--- src/design/sai_pkg.sv ---
// ----------------------------------------------------------------------------
// sai_pkg
// Shared constants, codes and types of the sorted store with insert, remove
// and search.
// ----------------------------------------------------------------------------
package sai_pkg;

	localparam int DEPTH_DEF       = 128;
	localparam int VALUE_WIDTH_DEF = 32;
	localparam int FUNC_W          = 2;
	localparam int STATUS_W        = 2;
	localparam int IN_VALUE_W      = 32;
	localparam int RSP_POS_W       = 7;
	localparam int RSP_CNT_W       = 8;

	// operation codes
	localparam logic [FUNC_W-1:0] FN_INSERT = 2'd0;
	localparam logic [FUNC_W-1:0] FN_REMOVE = 2'd1;
	localparam logic [FUNC_W-1:0] FN_QUERY  = 2'd2;

	// status codes
	localparam logic [STATUS_W-1:0] ST_OK        = 2'd0;
	localparam logic [STATUS_W-1:0] ST_NOT_FOUND = 2'd1;
	localparam logic [STATUS_W-1:0] ST_FULL      = 2'd2;

	// broadcast control from the sequencer to every cell
	typedef struct packed {
		logic cmp;      // register compare flags
		logic le_mode;  // flag means entry <= key instead of entry < key
		logic ins;      // open a slot at pos and write key there
		logic rem;      // close the slot at pos
	} cell_ctl_t;

endpackage

--- src/design/sai_cell.sv ---
// ----------------------------------------------------------------------------
// sai_cell
// One slot of the sorted store: holds an entry, compares it with the
// broadcast key, takes its left neighbor or the key on insert, its right one on remove.
// ----------------------------------------------------------------------------
module sai_cell import sai_pkg::*; #(
	parameter int IDX = 0,
	parameter int VW  = VALUE_WIDTH_DEF,
	parameter int CW  = 8
) (
	input  logic          clk,
	input  cell_ctl_t     ctl,
	input  logic [CW-1:0] cnt,
	input  logic [CW-1:0] pos,
	input  logic [VW-1:0] key,
	input  logic [VW-1:0] left,
	input  logic [VW-1:0] right,
	output logic [VW-1:0] entry,
	output logic          flag,
	output logic          eq
);

	localparam logic [CW-1:0] MY_IDX = CW'(IDX);

	logic [VW-1:0] entry_q;
	logic          flag_q;
	logic          eq_q;
	logic          occ;

	// slots at or above the fill count hold nothing and never match
	assign occ = MY_IDX < cnt;

	always_ff @(posedge clk) begin
		if (ctl.cmp) begin
			flag_q <= occ && (ctl.le_mode ? (entry_q <= key) : (entry_q < key));
			eq_q   <= occ && (entry_q == key);
		end
		if (ctl.ins) begin
			if (MY_IDX > pos) begin
				entry_q <= left;
			end else if (MY_IDX == pos) begin
				entry_q <= key;
			end
		end else if (ctl.rem && (MY_IDX >= pos)) begin
			entry_q <= right;
		end
	end

	assign entry = entry_q;
	assign flag  = flag_q;
	assign eq    = eq_q;

endmodule

--- config.mk ---
export PLATFORM = sky130hd
export DESIGN_NAME = sai_cell
export DESIGN_NICKNAME = d
export VERILOG_FILES = /design/src/design/sai_pkg.sv /design/src/design/sai_cell.sv
export SDC_FILE = /design/constraint.sdc
export NUM_CORES = 1
export LEC_CHECK = 0
export BUFFER_PORTS_ARGS = -buffer_cell sky130_fd_sc_hd__buf_2
export CORE_UTILIZATION = 42
export DETAILED_ROUTE_END_ITERATION = 8
export GPL_ROUTABILITY_DRIVEN = 0
export PLACE_DENSITY = 0.83
export SLEW_MARGIN = 20
export SYNTH_ARGS = -nofsm -noshare
export SYNTH_HDL_FRONTEND = slang
export SYNTH_SLANG_ARGS = --single-unit
--- constraint.sdc ---
create_clock -name clk -period 3.5 [get_ports clk]
set_input_delay 0.175 -clock clk [delete_from_list [all_inputs] [get_ports clk]]
set_output_delay 0.175 -clock clk [all_outputs]
set_load 0.02 [all_outputs]
==> results.json, run 1 <==
{
  "cts_buffers": 5,
  "n_fill_cell": 463,
  "std_cell_rows": 26,
  "power_mw": 0.8686,
  "synth_compound_area_share_pct": 7.288,
  "cts_tree": "done",
  "synth_simple_gate_area_share_pct": 8.438,
  "p_per_area_nw_per_um2": 285.9,
  "synth_top_family_by_area": "adder cells",
  "path_max_fanout": 3,
  "worstSetupStartpoint": "entry[14]$_DFFE_PP_",
  "seqCellArea_um2": 1021,
  "grt_max_degree": 33,
  "synth_xor_area_share_pct": 0,
  "grt_overflow": 0,
  "max_slew_margin_pct": 38.03,
  "syn-num-nets": 343,
  "die-area_um2": 5736,
  "drive_above_1_share_pct": 51.10,
  "crit_slowest_cell": "nor4_1",
  "final_cell_mix": "118 x buf_2, 34 x edfxtp_1, 33 x inv_1",
  "cts_num_sinks": 34,
  "ys_seq_area_share_pct": 44.71,
  "die_h_um": 75.74,
  "cts_buffer_depth": 2,
  "grtUsageMet3_pct": 4.894,
  "path_class": "flip-flop to flip-flop",
  "vdd_drop_max_mv": 0.1973,
  "reg2regPathDepth": 6,
  "pin_count": 151,
  "htreeDepth": 2,
  "tns_ns": 0,
  "yosys-mux-area-fraction_pct": 15.78,
  "fmax_mhz": 502.0,
  "final_area_um2": 3038,
  "numPortBuffers": 118,
  "final_common_cell": "buf_2",
  "multi_input_area_um2": 1127,
  "busiest_layer": "met2",
  "critPathArrivalTime_ns": 2.03,
  "insertion_delay_ns": 0.28,
  "hp-start": "ctl[3]",
  "synth_edf_count": 34,
  "end_kind": "flip-flop",
  "setup_viol": 0,
  "first_iter_violations": 44,
  "worstPathCellList": "ha_1 -> nand4_1 -> nor4_1 -> o21ai_0 -> a31oi_1 -> o2bb2ai_2",
  "clk_pin_slew_ns": 0.07,
  "status": "complete, no violations",
  "routed_wl_mm": 5.088,
  "min_period_ns": 1.992,
  "hold_path_class": "input pin to flip-flop",
  "num_vias": 1860,
  "ys_async_sr_fraction_pct": 0,
  "core_um2": 5172,
  "rsz0062_at_grt": "false",
  "use_met1_pct": 19.53,
  "die_w_um": 75.74,
  "antenna_found_initial": 0,
  "num_antenna_cells": 0,
  "grt_pass1_vias": 1769,
  "synthCells": 194,
  "hold_viol": 0,
  "fin_crit_sh_pct": 56.92,
  "holdPathStages": 1,
  "tightest_slew_ns": 0.9274,
  "required_ns": 3.53,
  "cp-start-kind": "flip-flop",
  "fin_skew_ns": 0.003322,
  "synth-adder-area-share_pct": 17.53,
  "areaGrowthSynthToFinish_pct": 33.04,
  "routedWlPerCell_um": 13.15,
  "p_leak_nw": 1.487,
  "track_usage_pct": 18.28,
  "cts_root_buffer": "clkbuf_8",
  "dpl-instance-area_um2": 2958,
  "cts_setup_buffers": 0,
  "drc_errors": 0,
  "cts_hold_buf": 0,
  "vias_per_cell": 4.806,
  "crit-reg2reg-launch": "entry[14]$_DFFE_PP_",
  "syn_area_per_cell_um2": 11.77,
  "start_util_pct": 44.15,
  "yosys_most_used_dff": "edfxtp_1",
  "ys_types": 28,
  "ys_ff_latch": 34,
  "nNetsFinal": 465,
  "syn_area_um2": 2283,
  "grt_pass1_wl_mm": 7.596,
  "maxCapViolCount": 0,
  "critical-path-max-stage-delay_ns": 0.43,
  "drtAntennaViolNets": 0,
  "post-route-util_pct": 58.73,
  "yosysWarningCount": 0,
  "hold-worst-slack_ns": 0.1086,
  "drtPass1Iterations": 4,
  "place_hpwl_mm": 4.163,
  "grt_use_met2_pct": 35.52,
  "drv_slew": 0,
  "cts-resized-gates": 0
}
-- logic make-up after synthesis --
family	Yosys count
flops	34
mux	32
buf+inv	37
compound gates	28
simple gates	31
fa+ha+maj	32
-- metrics by stage --
step	setup slack [ns]	cells
floorplan	0.9985	194
global placement	1.498	379
detailed placement	1.453	379
CTS	1.442	387
global route	1.355	387
finish	1.508	387
-- critical path: cells and delay by family (launching register included) --
family	cells	cell delay [ns]
flip-flops	1	0.39
AO/OA/AOI/OAI	3	0.43
AND/OR/NAND/NOR	2	0.60
adder cells (fa/ha/maj)	1	0.33
-- synth_stat cells (all sizes together), types with 2 or more instances --
| cell type | instances | area (µm²) |
|---|---|---|
| edfxtp | 34 | 1021 |
| mux2 | 32 | 360.4 |
| nor2 | 5 | 18.77 |
| buf | 3 | 15.01 |
| nand4 | 3 | 18.77 |
| and4 | 2 | 18.77 |
| ha | 32 | 400.4 |
| a21oi | 13 | 65.06 |
| inv | 33 | 123.9 |
| or4 | 3 | 26.27 |
| o21ai | 8 | 40.04 |
| nand2 | 11 | 41.29 |
| nor4 | 2 | 12.51 |
-- path summary, 6_finish.rpt --
check | end | slack, ns
setup / recovery | flag$_DFFE_PP_ | 1.51
hold / removal | eq$_DFFE_PP_ | 0.11
setup reg to reg | flag$_DFFE_PP_ | 1.51
hold reg to reg | flag$_DFFE_PP_ | 0.90
-- final cells by class --
type / instances / area share [%]
Multi-Input combinational cell: 123 / 37.11
Sequential cell: 34 / 33.61
Timing Repair Buffer: 119 / 19.69
Inverter: 33 / 4.077
Tap cell: 70 / 2.883
Clock buffer: 5 / 2.265
Clock inverter: 3 / 0.3707
-- layer usage --
layer,vias to the layer above,share of wire [%]
met5,-,0
met4,0,0.86
met3,5,6.6
met2,79,53
met1,828,40
li1,948,-
-- report_power, final --
| group | internal, mW | switching (mW) |
|---|---|---|
| logic | 0.0820 | 0.0628 |
| clock network | 0.133 | 0.137 |
| registers | 0.453 | 0.000784 |
-- registers in the layout, indices dropped and copies added (netlist names) --
name / count
eq: 1
entry: 32
flag: 1
Power figures use the tool's default switching activity.
==> run 2: changes to the inputs <==
Settings changed: CORE_UTILIZATION 42 to 38, PLACE_DENSITY 0.83 to 0.8.
Clock period 3.5 ns to 1.75 ns, I/O delays scaled along.
==> run 2 against run 1 <==
  * The flow now finishes with violations (setup timing)
  * Critical path depth unchanged
  * Global-route usage down 0.30 points
  * Wire length up 4.7%
  * Core utilization down 2.8 points
  * Worst setup slack worse by 1.6 ns
  * Register-to-register slack worse by 1.6 ns
  * Worst hold slack worse by 0.080 ns
  * Via count up 3.1%
  * Clock skew down 0.0015 ns
  * Die area up 10%
  * Sequential power up 100%
  * Sequential share of layout area down 1.3 points
==> results.json, run 2 (synthesized netlist as in run 1, its figures left out) <==
{
  "n_fill_cell": 495,
  "cts_buffer_depth": 2,
  "grt_max_degree": 33,
  "worst-path-buf-inv": 0,
  "min_period_ns": 1.814,
  "tns_ns": -0.06380,
  "die_h_um": 79.52,
  "grt_overflow": 0,
  "worstPathCellList": "ha_1 -> nand4_1 -> nor4b_4 -> nand2_1 -> and4bb_4 -> o2bb2ai_2",
  "setup_viol": 1,
  "swShare_pct": 23.32,
  "p_clk_share_pct": 31.3,
  "tightest_slew_ns": 0.3499,
  "status": "finished with violations",
  "cts_hold_buf": 0,
  "r2r_slack_ns": -0.06,
  "max_slew_margin_pct": 76.67,
  "multi_input_area_um2": 1159,
  "core_um2": 5642,
  "largest_reg_flops": 32,
  "grt_pass1_wl_mm": 8.687,
  "hold_viol": 0,
  "largest-register": "entry",
  "routed_wl_mm": 5.325,
  "p_leak_nw": 1.536,
  "die_w_um": 79.52,
  "clk_pin_slew_ns": 0.07,
  "areaGrowthSynthToFinish_pct": 38.30,
  "num_vias": 1918,
  "power_switching_mw": 0.4113,
  "fin_skew_ns": 0.001835,
  "seqCellArea_um2": 1021,
  "cts_root_buffer": "clkbuf_8",
  "pwr-share-seq_pct": 51.5,
  "worst_slack_ns": -0.06380,
  "path_max_fanout": 2,
  "drtPass1Iterations": 4,
  "track_usage_pct": 17.98,
  "crit-reg2reg-launch": "entry[28]$_DFFE_PP_",
  "maxCapViolCount": 0,
  "fin_crit_sh_pct": 103.6,
  "die-area_um2": 6323,
  "nNetsFinal": 473,
  "std_cell_rows": 27,
  "grt_pass1_vias": 2001,
  "worstHoldEndpoint": "eq$_DFFE_PP_",
  "vdd_drop_max_mv": 0.3499,
  "vias_per_cell": 4.831,
  "numPortBuffers": 118,
  "hp-start": "ctl[3]",
  "place_hpwl_mm": 4.394,
  "drive_above_1_share_pct": 53.54,
  "cp-start-kind": "flip-flop",
  "holdPathStages": 1,
  "cts_num_sinks": 34,
  "critPathArrivalTime_ns": 1.95,
  "end_kind": "flip-flop",
  "pin_count": 151,
  "insertion_delay_ns": 0.28,
  "dpl-instance-area_um2": 3069,
  "p_per_area_nw_per_um2": 558.4,
  "rsz0062_at_grt": "true",
  "crit_slowest_cell": "edfxtp_1",
  "fmax_mhz": 551.3,
  "final_cell_mix": "118 x buf_2, 34 x edfxtp_1, 33 x inv_1",
  "final_area_um2": 3158,
  "drc_errors": 0,
  "critPathTopFamily": "simple AND/OR/NAND/NOR gates",
  "drv_slew": 0,
  "cts_buffers": 5,
  "final_common_cell": "buf_2",
  "required_ns": 1.89,
  "num_antenna_cells": 0,
  "drtAntennaViolNets": 0,
  "path_class": "flip-flop to flip-flop",
  "critical-path-max-stage-delay_ns": 0.40,
  "hold_path_class": "input pin to flip-flop",
  "routedWlPerCell_um": 13.41,
  "intPower_mw": 1.352,
  "first_iter_violations": 55,
  "htreeDepth": 2,
  "power_frac_comb_pct": 17.2,
  "violations": "setup timing",
  "cts_tree": "done",
  "antenna_found_initial": 0,
  "start_util_pct": 40.47,
  "worst_r2r_endpoint": "flag$_DFFE_PP_",
  "reg2regPathDepth": 6
}
==> run 2: changes by cell type in the layout (fill, tap and decap cells not counted), sizes merged <==
| cell | change |
|---|---|
| clkinv | -1 |
| clkbuf | +1 |
| buf | +8 |
==> run 2: power by group through the flow <==
| stage | sequential, mW | combinational, mW | clock [mW] |
|---|---|---|---|
| after global routing | 0.908 | 0.343 | 0.600 |
| after detailed placement | 0.926 | 0.305 | 0 |
| after global placement | 0.926 | 0.290 | 0 |
| final | 0.908 | 0.303 | 0.552 |
| after floorplan | 0.931 | 0.155 | 0 |
| after CTS | 0.908 | 0.307 | 0.570 |
==> run 2: how the worst max path moves through the flow <==
stage	start	cells after the start	endpoint	slack, ns
floorplan	entry[27]$_DFFE_PP_	6	flag$_DFFE_PP_	-0.06
global placement	entry[31]$_DFFE_PP_	6	flag$_DFFE_PP_	-0.08
detailed placement	entry[31]$_DFFE_PP_	6	flag$_DFFE_PP_	-0.08
CTS	entry[31]$_DFFE_PP_	6	flag$_DFFE_PP_	-0.1
global route	entry[11]$_DFFE_PP_	6	flag$_DFFE_PP_	-0.18
finish	entry[28]$_DFFE_PP_	6	flag$_DFFE_PP_	-0.06
==> run 2: cell type report <==
class / count / area share [%]
multi-input cells: 123 / 36.69
flip-flops and latches: 34 / 32.33
repair buffers: 127 / 21.63
inverters: 33 / 3.922
well taps: 72 / 2.853
clock buffers: 6 / 2.298
clock inverters: 2 / 0.2773
==> run 2: what timing repair did <==
action	in CTS	in global routing
pin swaps	0	6
setup endpoints to repair	1	2
cloned	0	0
buffers inserted	0	1
resized for setup	0	0
==> run 2: worst register-to-register path, delay by kind of cell (launching register included) <==
kind | cells | cell delay, ns
simple gates | 4 | 0.89
flops | 1 | 0.40
compound gates | 1 | 0.09
fa+ha+maj | 1 | 0.30
==> run 2: per-stage QoR <==
stage | power [mW] | util [%] | setup WS [ns] | hold slack [ns] | cells
6_report | 1.763 | 55.98 | -0.06380 | 0.02851 | 397
5_1_grt | 1.851 | 55.98 | -0.1755 | 0.01597 | 397
4_1_cts | 1.786 | 55.84 | -0.09805 | 0.01942 | 396
3_5_place_dp | 1.231 | 54.40 | -0.08301 | 0.3162 | 388
3_3_place_gp | 1.216 | 54.40 | -0.07991 | 0.3055 | 388
2_1_floorplan | 1.086 | - | -0.05794 | 0.2000 | 194
==> run 2: routing by layer <==
layer / share of wire, % / routed length, µm / GRT usage (%)
met1: 41 / 2173 / 19.58
met2: 53 / 2836 / 34.36
met3: 4.8 / 255 / 3.429
met4: 1.1 / 59 / 5.818
met5: 0 / 0 / 0
