===== src/design/sai_pkg.sv =====
// ----------------------------------------------------------------------------
// sai_pkg
// Shared constants, codes and types of the sorted store with insert, remove
// and search.
// ----------------------------------------------------------------------------
package sai_pkg;

	localparam int DEPTH_DEF       = 128;
	localparam int VALUE_WIDTH_DEF = 32;
	localparam int FUNC_W          = 2;
	localparam int STATUS_W        = 2;
	localparam int IN_VALUE_W      = 32;
	localparam int RSP_POS_W       = 7;
	localparam int RSP_CNT_W       = 8;

	// operation codes
	localparam logic [FUNC_W-1:0] FN_INSERT = 2'd0;
	localparam logic [FUNC_W-1:0] FN_REMOVE = 2'd1;
	localparam logic [FUNC_W-1:0] FN_QUERY  = 2'd2;

	// status codes
	localparam logic [STATUS_W-1:0] ST_OK        = 2'd0;
	localparam logic [STATUS_W-1:0] ST_NOT_FOUND = 2'd1;
	localparam logic [STATUS_W-1:0] ST_FULL      = 2'd2;

	// broadcast control from the sequencer to every cell
	typedef struct packed {
		logic cmp;      // register compare flags
		logic le_mode;  // flag means entry <= key instead of entry < key
		logic ins;      // open a slot at pos and write key there
		logic rem;      // close the slot at pos
	} cell_ctl_t;

endpackage


===== src/design/sai_srch.sv =====
// ----------------------------------------------------------------------------
// sai_srch
// Finds the length of the run of ones from bit 0 up in the cells' flag vector,
// one result bit per cycle from the top bit down.
// ----------------------------------------------------------------------------
module sai_srch import sai_pkg::*; #(
	parameter int DEPTH = DEPTH_DEF,
	parameter int CW    = 8
) (
	input  logic             clk,
	input  logic             arst_n,
	input  logic             start,
	input  logic [DEPTH-1:0] flags,
	output logic             done,
	output logic [CW-1:0]    pos
);

	localparam int AW = $clog2(DEPTH);
	localparam int BW = (CW > 1) ? $clog2(CW) : 1;

	logic [CW-1:0] p_q;
	logic [BW-1:0] b_q;
	logic          busy_q;
	logic          done_q;
	logic [CW-1:0] cand;
	logic [CW-1:0] idx;
	logic          take;

	// flags form a prefix of ones, so a candidate length is good when its last bit is set
	assign cand = p_q | (CW'(1) << b_q);
	assign idx  = cand - CW'(1);
	assign take = (cand <= CW'(DEPTH)) && flags[idx[AW-1:0]];

	always_ff @(posedge clk or negedge arst_n) begin
		if (!arst_n) begin
			p_q    <= '0;
			b_q    <= '0;
			busy_q <= 1'b0;
			done_q <= 1'b0;
		end else begin
			done_q <= 1'b0;
			if (start) begin
				p_q    <= '0;
				b_q    <= BW'(CW - 1);
				busy_q <= 1'b1;
			end else if (busy_q) begin
				if (take) begin
					p_q <= cand;
				end
				if (b_q == '0) begin
					busy_q <= 1'b0;
					done_q <= 1'b1;
				end else begin
					b_q <= b_q - BW'(1);
				end
			end
		end
	end

	assign done = done_q;
	assign pos  = p_q;

endmodule


===== config.mk =====
export PLATFORM = sky130hd
export DESIGN_NAME = sai_srch
export DESIGN_NICKNAME = d
export VERILOG_FILES = /design/src/design/sai_pkg.sv /design/src/design/sai_srch.sv
export SDC_FILE = /design/constraint.sdc
export NUM_CORES = 1
export LEC_CHECK = 0
export BUFFER_PORTS_ARGS = -buffer_cell sky130_fd_sc_hd__buf_2
export CORE_MARGIN = 3
export CORE_UTILIZATION = 42
export CTS_CLUSTER_SIZE = 12
export DETAILED_ROUTE_END_ITERATION = 10
export GPL_TIMING_DRIVEN = 1
export PLACE_DENSITY = 0.8
export SLEW_MARGIN = 20
export SYNTH_ARGS = -nofsm -noshare
export SYNTH_HDL_FRONTEND = slang
export SYNTH_SLANG_ARGS = --single-unit

===== constraint.sdc =====
create_clock -name clk -period 4.3 [get_ports clk]
set_input_delay 0.645 -clock clk [delete_from_list [all_inputs] [get_ports clk]]
set_output_delay 0.645 -clock clk [all_outputs]
set_load 0.005 [all_outputs]

==> flow_summary.json, run 1 <==
{
  "status": "complete, no violations",
  "gp_congestion": 0.893,
  "wl_per_cell_um": 16.5,
  "path_class": "register to register",
  "grt_max_degree": 25,
  "setup_viol": 0,
  "vias": 2770,
  "max_cap_violations": 0,
  "skew_ns": 0.00244,
  "grt-ovfl-total": 0,
  "postRouteAntennaNets": 0,
  "dpl-instance-area_um2": 3070,
  "ios": 140,
  "drv_slew": 0,
  "path_delay_family": "compound AO/OA/AOI/OAI gates",
  "rsz0062_at_grt": "no",
  "irDropWorstVdd_mv": 0.152,
  "r2r_slack_ns": 0.35,
  "die-width_um": 80.7,
  "post_cts_buffers": 0,
  "dr.first_iter.drc_count": 121,
  "nNetsFinal": 539,
  "finalCriticalPeriod_ns": 3.95,
  "synth_seq_area_share": 0.139,
  "final_common_cell": "buf_2",
  "hold_class": "input pin to asynchronous set/reset pin",
  "path_cells": "inv_1, ha_1, nand2b_1, nand2_8, inv_2, ha_1, buf_4, o21a_2, nor2_1, mux4_2, a2111o_1, a221oi_4, nor2_1, a31oi_1",
  "ys_types": 63,
  "finalCritPeriodShare": 0.920,
  "cp.arrival_ns": 4.12,
  "dieArea_um2": 6510,
  "grt_antenna_before_repair": 0,
  "startpoint_type": "register",
  "stdcell_area_um2": 3130,
  "n_antenna_cell": 0,
  "endpoint_kind": "register",
  "cts_root_buf": "clkbuf_8",
  "final_cell_mix": "buf_2, nand2_1, nand2b_1, mux4_2, nor2_1",
  "synth_edf_count": 0,
  "wirelength_um": 7780,
  "cp_max_fo": 24,
  "track_usage": 0.239,
  "path_depth": 14,
  "rr_endpoint": "pos[3]$_DFFE_PN0P_",
  "cts_sinks": 13,
  "syn_inst": 270,
  "ys_warn_count": 0,
  "power.leakage_nw": 1.44,
  "cts_buffer_depth": 2,
  "synthFlopType": "dfrtp_1",
  "htreeDepth": 1,
  "hold_viol": 0,
  "max_clock_freq_mhz": 253,
  "grt_pass1_wl_um": 12400,
  "clk_latency_ns": 0.25,
  "syn-cell-area_um2": 2340,
  "grt_pass1_vias": 2751,
  "syn_to_final_growth_pct": 33.3,
  "dieHeight_um": 80.7,
  "dp_hpwl_um": 6450,
  "slew_headroom": 0.549,
  "clk_pin_slew_ns": 0.06,
  "routed_via_density": 5.88,
  "tightest_slew_ns": 0.676,
  "tritoncts": "done",
  "fin_setup_tns_ns": 0,
  "worstSetupEndpoint": "pos[3]$_DFFE_PN0P_",
  "p_per_area_nw_per_um2": 240,
  "critPathBufInv": 3,
  "coreArea_um2": 5240,
  "start_util": 0.448,
  "synth_nets": 407,
  "syn_area_per_cell_um2": 8.68,
  "r2r_start": "b_q[0]$_DFFE_PN0P_",
  "cpMaxStageDelayCell": "mux4_2",
  "critPathRequiredTime_ns": 4.47,
  "async_flop_share": 1.00,
  "port_buffers": 139,
  "crit_start": "b_q[0]$_DFFE_PN0P_",
  "fp-row-count": 26,
  "ff2ff_path_depth": 14,
  "synth-seq-cells": 13,
  "max_stage_delay_ns": 0.54,
  "cts_hold_buf": 0,
  "dr.pass1.iters": 5,
  "numCtsBuffers": 3,
  "drive_above_1_share": 0.461,
  "drcViolationCount": 0
}
==> repair_timing <==
action / 4_1_cts / 5_1_grt
endpoints found under the hold margin: 0 / 0
gates resized for setup: 0 / 2
setup endpoints to repair: 0 / 8
==> synth_stat cells, drive strengths merged (4+ instances only) <==
library cell	n	area [µm²]
inv	7	26.3
a211o	4	35.0
nor2b	4	25.0
ha	6	75.1
dfrtp	13	325
and3	11	68.8
a31oi	4	25.0
a2111oi	6	71.3
nor3	5	36.3
mux2	6	67.6
nand3	11	55.1
a221oi	5	78.8
o21ai	18	93.8
nor2	15	58.8
mux4	16	360
xor2	4	42.6
a211oi	7	52.6
mux2i	9	90.1
clkbuf	7	26.3
nand2	33	140
buf	13	88.8
nand2b	20	125
a21oi	8	40.0
==> state kept, by name, summed over array words and instances (netlist names) <==
register,cells
done,1
pos,8
b_q,3
busy_q,1
==> layer usage <==
metal	GRT usage	wire (µm)	up-vias
met5	0	0	-
met4	0.0507	109	0
met3	0.0247	652	12
met2	0.429	3920	148
met1	0.310	3100	1301
li1	-	-	1309
==> per-stage QoR <==
step | hold slack (ns) | worst slack (ns) | std cells | utilization | power (mW)
final | 0.279 | 0.346 | 471 | 0.597 | 0.751
after global routing | 0.303 | 0.0203 | 471 | 0.597 | 0.807
after CTS | 0.293 | 0.148 | 471 | 0.595 | 0.745
after detailed placement | 0.544 | 0.168 | 467 | 0.587 | 0.632
after global placement | 0.530 | 0.383 | 467 | 0.587 | 0.623
after floorplan | 0.349 | 0.464 | 270 | - | 0.485
==> worst register-to-register path: stages, from the launching register on <==
cell and delay (ns):
dfrtp_1 0.40, inv_1 0.15, ha_1 0.30, nand2b_1 0.28, nand2_8 0.29, inv_2 0.07
ha_1 0.21, buf_4 0.19, o21a_2 0.16, nor2_1 0.22, mux4_2 0.55, a2111o_1 0.46
a221oi_4 0.29, nor2_1 0.11, a31oi_1 0.20
==> layout make-up <==
cell class | count | area [µm²]
Fill cell | 483 | 2110
Multi-Input combinational cell | 230 | 1890
Timing Repair Buffer | 147 | 756
Sequential cell | 13 | 325
Tap cell | 70 | 87.6
Clock buffer | 4 | 45.0
Inverter | 7 | 26.3
==> report_power, final <==
group          internal [mW]  switching (mW)  total [mW]  leakage, nW
clock                 0.0656          0.0468       0.112       0.0228
sequential             0.137          0.0175       0.154        0.163
combinational          0.219           0.265       0.484         1.25
total                  0.421           0.329       0.751         1.44
==> cells by family (layout without fill, tap and decap cells) <==
logic type	Yosys count	count (layout)	synth area share
AOI/OAI and AO/OA	77	77	0.264
and+or+nand+nor	109	109	0.255
adders and majority gates	6	6	0.0320
DFF	13	13	0.139
buffers and inverters	27	158	0.0603
xor gates and xnor gates	7	7	0.0294
muxes	31	31	0.221
==> worst min-delay path by stage <==
stage | end | startpoint | cells past startpoint | slack [ns]
finish | pos[3]$_DFFE_PN0P_ | arst_n | 1 | 0.28
global route | pos[7]$_DFFE_PN0P_ | arst_n | 1 | 0.30
CTS | pos[7]$_DFFE_PN0P_ | arst_n | 1 | 0.29
detailed placement | b_q[1]$_DFFE_PN0P_ | b_q[1]$_DFFE_PN0P_ | 1 | 0.54
global placement | b_q[1]$_DFFE_PN0P_ | b_q[1]$_DFFE_PN0P_ | 1 | 0.53
floorplan | b_q[0]$_DFFE_PN0P_ | arst_n | 0 | 0.35
(Power assumes the default switching activity.)
==> inputs of run 2 (changes only) <==
- ABC_AREA: default -> 1
- GPL_TIMING_DRIVEN: 1 -> 0
- PLACE_DENSITY: 0.8 -> 0.81
==> flow_summary.json, run 2 <==
{
  "cts_sinks": 13,
  "htreeDepth": 1,
  "async_flop_share": 1.00,
  "status": "complete, no violations",
  "die-width_um": 78.5,
  "power.leakage_nw": 1.66,
  "post-route-util": 0.618,
  "synth.area.top_cells": "nand3_1, nand2_1, dfrtp_1, buf_6, ha_1",
  "yosys-top-cells-count": "nand3_1, nand2_1, inv_1",
  "numCtsBuffers": 3,
  "synth_top_area_share": 0.365,
  "synthFlopType": "dfrtp_1",
  "worst_slack_ns": 0.765,
  "grt_pass1_wl_um": 13900,
  "drcViolationCount": 0,
  "synth_nets": 525,
  "final_common_cell": "nand3_1",
  "syn_area_per_cell_um2": 5.69,
  "finalCritPeriodShare": 0.822,
  "total_power_mw": 0.593,
  "irDropWorstVdd_mv": 0.214,
  "fill_cells": 508,
  "yosysMostFrequentCell": "nand3_1",
  "track_usage": 0.276,
  "p_int_mw": 0.338,
  "fp-row-count": 25,
  "n_antenna_cell": 0,
  "start_util": 0.450,
  "seq_power_share": 0.239,
  "final_cell_mix": "nand3_1, buf_2, nand2_1, inv_1, dfrtp_1",
  "startpoint_type": "register",
  "synth_edf_count": 0,
  "coreArea_um2": 4910,
  "hold_class": "input pin to asynchronous set/reset pin",
  "dp_hpwl_um": 7000,
  "p_clk_frac": 0.183,
  "slew_headroom": 0.652,
  "stdcell_area_um2": 3030,
  "synth-seq-cells": 13,
  "cp_common_cell": "nand3_1",
  "dr.pass1.iters": 5,
  "ys_warn_count": 0,
  "finalCriticalPeriod_ns": 3.54,
  "p_sw_frac": 0.430,
  "post_cts_buffers": 0,
  "synth_top_area_cell": "nand3_1",
  "path_delay_family": "buffers and inverters",
  "grt_antenna_before_repair": 0,
  "syn_inst": 388,
  "cts_hold_buf": 0,
  "r2r_start": "b_q[0]$_DFFE_PN0P_",
  "cp.arrival_ns": 3.65,
  "path_class": "register to register",
  "syn-cell-area_um2": 2210,
  "max_cap_violations": 0,
  "rsz0062_at_grt": "no",
  "path_cells": "inv_1, ha_1, nand2_4, nand2_4, clkinv_2, buf_6, ha_1, clkbuf_1, inv_1, clkbuf_1, nand3_1, nand3_1, nand3_1, nand3_1, nand3_1, nand3_1, nand2_1, nand2_4, a21oi_2",
  "vias": 3286,
  "synth_seq_area_share": 0.147,
  "tightest_slew_ns": 0.521,
  "cts_root_buf": "clkbuf_8",
  "clk_pin_slew_ns": 0.05,
  "cts_resized": 0,
  "grt_pass1_vias": 3063,
  "wirelength_um": 8750,
  "endpoint_kind": "register",
  "dieHeight_um": 78.5,
  "switchingPower_mw": 0.255,
  "rr_endpoint": "pos[0]$_DFFE_PN0P_",
  "critPathRequiredTime_ns": 4.42,
  "routed_via_density": 5.49,
  "cts_buffer_depth": 2,
  "critPathBufInv": 6,
  "ios": 140,
  "tritoncts": "done",
  "skew_ns": 0.00415,
  "max_stage_delay_ns": 0.41,
  "pre_cts_slack_ns": 0.898,
  "p_comb_frac": 0.578,
  "cpMaxStageDelayCell": "clkbuf_1",
  "fin_setup_tns_ns": 0,
  "port_buffers": 139,
  "nNetsFinal": 669,
  "max_clock_freq_mhz": 283,
  "clk_latency_ns": 0.25,
  "ys_types": 27,
  "grt_max_degree": 14,
  "dieArea_um2": 6170,
  "ff2ff_path_depth": 19,
  "hold_viol": 0,
  "cp_max_fo": 10,
  "p_per_area_nw_per_um2": 195,
  "largest_reg_flops": 8,
  "wl_per_cell_um": 14.6,
  "syn_to_final_growth_pct": 37.3,
  "postRouteAntennaNets": 0,
  "drive_above_1_share": 0.343,
  "dpl-instance-area_um2": 2990,
  "dr.first_iter.drc_count": 201,
  "grt-ovfl-total": 0,
  "drv_slew": 0,
  "setup_viol": 0,
  "r2r_slack_ns": 0.76,
  "gp_congestion": 0.912
}
-- run 2: cell types whose count changed after synthesis, sizes merged, moves of 9 or more --
| cell | delta |
|---|---|
| nand2b | -20 |
| mux4 | -16 |
| nor2 | -11 |
| o21ai | -15 |
| and3 | -11 |
| mux2i | -9 |
| nand3 | +150 |
| nand2 | +96 |
| inv | +16 |
-- run 2: cell type report --
type,instances,area [µm²],area share
Tap cell,67,83.8,0.0276
Inverter,25,95.1,0.0313
Clock buffer,4,45.0,0.0148
Sequential cell,13,325,0.107
Multi-Input combinational cell,325,1620,0.532
Timing Repair Buffer,139,696,0.229
Buffer,25,174,0.0573
-- run 2: how the worst max path moves through the flow --
stage,from,end,slack [ns],cells after the start
finish,b_q[0]$_DFFE_PN0P_,pos[0]$_DFFE_PN0P_,0.76,19
global route,b_q[0]$_DFFE_PN0P_,pos[0]$_DFFE_PN0P_,0.54,19
CTS,b_q[0]$_DFFE_PN0P_,pos[0]$_DFFE_PN0P_,0.86,19
detailed placement,b_q[0]$_DFFE_PN0P_,pos[0]$_DFFE_PN0P_,0.90,19
global placement,b_q[0]$_DFFE_PN0P_,pos[0]$_DFFE_PN0P_,0.94,19
floorplan,b_q[0]$_DFFE_PN0P_,pos[0]$_DFFE_PN0P_,1.51,19
-- run 2: cell families (layout without fill, tap and decap cells) --
family                   after synthesis  count (layout)  share of synthesized area
AND/OR/NAND/NOR                      297             297                      0.619
buffers and inverters                 50             193                      0.122
adder cells (fa/ha/maj)                6               6                     0.0340
AO/OA/AOI/OAI                         19              19                     0.0623
flip-flops                            13              13                      0.147
XOR/XNOR                               3               3                     0.0153
-- run 2: power groups by stage --
| stage | registers, mW | clock network, mW | logic, mW |
|---|---|---|---|
| detailed placement | 0.144 | 0 | 0.335 |
| global route | 0.143 | 0.118 | 0.378 |
| floorplan | 0.143 | 0 | 0.217 |
| global placement | 0.143 | 0 | 0.332 |
| finish | 0.142 | 0.108 | 0.343 |
| CTS | 0.142 | 0.111 | 0.338 |
-- run 2: per-stage QoR --
stage | std cells | hold slack [ns]
after floorplan | 388 | 0.349
after global placement | 594 | 0.529
after detailed placement | 594 | 0.544
after CTS | 598 | 0.282
after global routing | 598 | 0.287
final | 598 | 0.277
-- run 2: per-layer routing --
metal / vias up / wire, µm / GRT usage
met2: 174 / 4260 / 0.484
met3: 21 / 652 / 0.0298
met5: - / 0 / 0
li1: 1592 / - / -
met1: 1499 / 3630 / 0.341
met4: 0 / 208 / 0.110
-- run 2: worst reg2reg max path, cell delays in order, from the launching register on --
cell and delay (ns):
dfrtp_1 0.40, inv_1 0.16, ha_1 0.27, nand2_4 0.11
nand2_4 0.10, clkinv_2 0.17, buf_6 0.19, ha_1 0.29
clkbuf_1 0.17, inv_1 0.17, clkbuf_1 0.41, nand3_1 0.18
nand3_1 0.13, nand3_1 0.10, nand3_1 0.08, nand3_1 0.06
nand3_1 0.09, nand2_1 0.11, nand2_4 0.16, a21oi_2 0.07
==> inputs of run 3 (changes only) <==
- clock period: 4.3 -> 3.5 ns (I/O delays scaled with it)
==> flow_summary.json, run 3 (synthesis results as in run 2) <==
{
  "die-width_um": 78.5,
  "largest_reg_flops": 8,
  "coreArea_um2": 4910,
  "numCtsBuffers": 3,
  "cts_resized": 0,
  "power.leakage_nw": 1.68,
  "n_antenna_cell": 0,
  "port_buffers": 139,
  "critPathRequiredTime_ns": 3.62,
  "dr.pass1.iters": 5,
  "start_util": 0.450,
  "final_cell_mix": "nand3_1, buf_2, nand2_1, inv_1, dfrtp_1",
  "startpoint_type": "register",
  "cp.arrival_ns": 3.35,
  "fp-row-count": 25,
  "fin_setup_tns_ns": 0,
  "cts_sinks": 13,
  "gp_congestion": 0.912,
  "rsz0062_at_grt": "no",
  "seqCellArea_um2": 325,
  "grt_max_degree": 14,
  "tritoncts": "done",
  "whs_ns": 0.157,
  "dieHeight_um": 78.5,
  "routed_via_density": 5.49,
  "drcViolationCount": 0,
  "fill_cells": 501,
  "post_cts_buffers": 0,
  "syn_to_final_growth_pct": 37.5,
  "hold_class": "input pin to asynchronous set/reset pin",
  "cts_root_buf": "clkbuf_8",
  "dieArea_um2": 6170,
  "nNetsFinal": 668,
  "drv_slew": 0,
  "wl_per_cell_um": 14.6,
  "cts_buffer_depth": 2,
  "clk_latency_ns": 0.25,
  "clk_pin_slew_ns": 0.05,
  "track_usage": 0.276,
  "drive_above_1_share": 0.355,
  "ios": 140,
  "grt_antenna_before_repair": 0,
  "finalCriticalPeriod_ns": 3.24,
  "grt-ovfl-total": 0,
  "max_cap_violations": 0,
  "dr.first_iter.drc_count": 201,
  "p_per_area_nw_per_um2": 239,
  "finalCritPeriodShare": 0.925,
  "multi_input_area_um2": 1620,
  "grt_pass1_wl_um": 13900,
  "status": "complete, no violations",
  "htreeDepth": 1,
  "path_class": "register to register",
  "cts_hold_buf": 0,
  "slew_headroom": 0.639,
  "grt_pass1_vias": 3063,
  "irDropWorstVdd_mv": 0.263,
  "final_common_cell": "nand3_1",
  "postRouteAntennaNets": 0,
  "setup_viol": 0,
  "skew_ns": 0.00377,
  "vias": 3276,
  "dp_hpwl_um": 7000,
  "tightest_slew_ns": 0.541,
  "max_clock_freq_mhz": 309,
  "wirelength_um": 8740,
  "hold_viol": 0,
  "cp_max_fo": 10,
  "endpoint_kind": "register"
}
-- run 3: cell count changes in the layout (fill, tap and decap cells not counted) --
cell      delta
clkbuf_2     +6
buf_1        -2
clkbuf_1     -5
-- run 3: worst paths after layout --
check	startpoint	to	slack (ns)	cells after the start
max in group asynchronous	arst_n	b_q[2]$_DFFE_PN0P_	3.12	1
min in group clk	start	done$_DFF_PN0_	0.49	2
worst max register to register	b_q[0]$_DFFE_PN0P_	pos[0]$_DFFE_PN0P_	0.26	18
worst max-delay path	b_q[0]$_DFFE_PN0P_	pos[0]$_DFFE_PN0P_	0.26	18
worst min register to register	pos[4]$_DFFE_PN0P_	pos[4]$_DFFE_PN0P_	0.55	2
worst min-delay path	arst_n	busy_q$_DFF_PN0_	0.16	1
-- run 3: layer usage --
metal | vias to the layer above | part of all wire | track usage | wire, µm
li1 | 1590 | - | - | -
met1 | 1484 | 0.41 | 0.341 | 3550
met2 | 175 | 0.48 | 0.484 | 4200
met3 | 27 | 0.084 | 0.0298 | 736
met4 | 0 | 0.029 | 0.110 | 255
met5 | - | 0 | 0 | 0
-- run 3: final cells by class --
type / instances / area share
timing repair buffer: 139 / 0.229
sequential: 13 / 0.107
clock buffer: 4 / 0.0148
buffer: 24 / 0.0585
multi-input combinational: 325 / 0.532
inverter: 25 / 0.0313
tap: 67 / 0.0276
-- run 3: power breakdown --
| part | internal [mW] | switching [mW] |
|---|---|---|
| logic | 0.172 | 0.248 |
| clock network | 0.0804 | 0.0527 |
| registers | 0.163 | 0.0112 |
-- run 3: stage by stage --
stage	worst slack, ns	power [mW]	util	area, µm²	instances
after global routing	0.0367	0.786	0.619	3040	597
after floorplan	0.709	0.442	-	2210	388
after detailed placement	0.0977	0.589	0.609	2990	594
final	0.264	0.728	0.619	3040	597
after CTS	0.0555	0.725	0.618	3030	598
after global placement	0.135	0.583	0.609	2990	594
-- run 3: worst max-delay path, cell delays in order, from the launching register on --
cell and delay [ns]:
dfrtp_1 0.40, inv_1 0.15, ha_1 0.27, nand2_4 0.11
nand2_4 0.09, clkinv_2 0.16, buf_6 0.19, ha_1 0.38
inv_1 0.17, clkbuf_2 0.27, nand3_1 0.13, nand3_1 0.12
nand3_1 0.10, nand3_1 0.08, nand3_1 0.06, nand3_1 0.09
nand2_1 0.11, nand2_4 0.16, a21oi_2 0.07
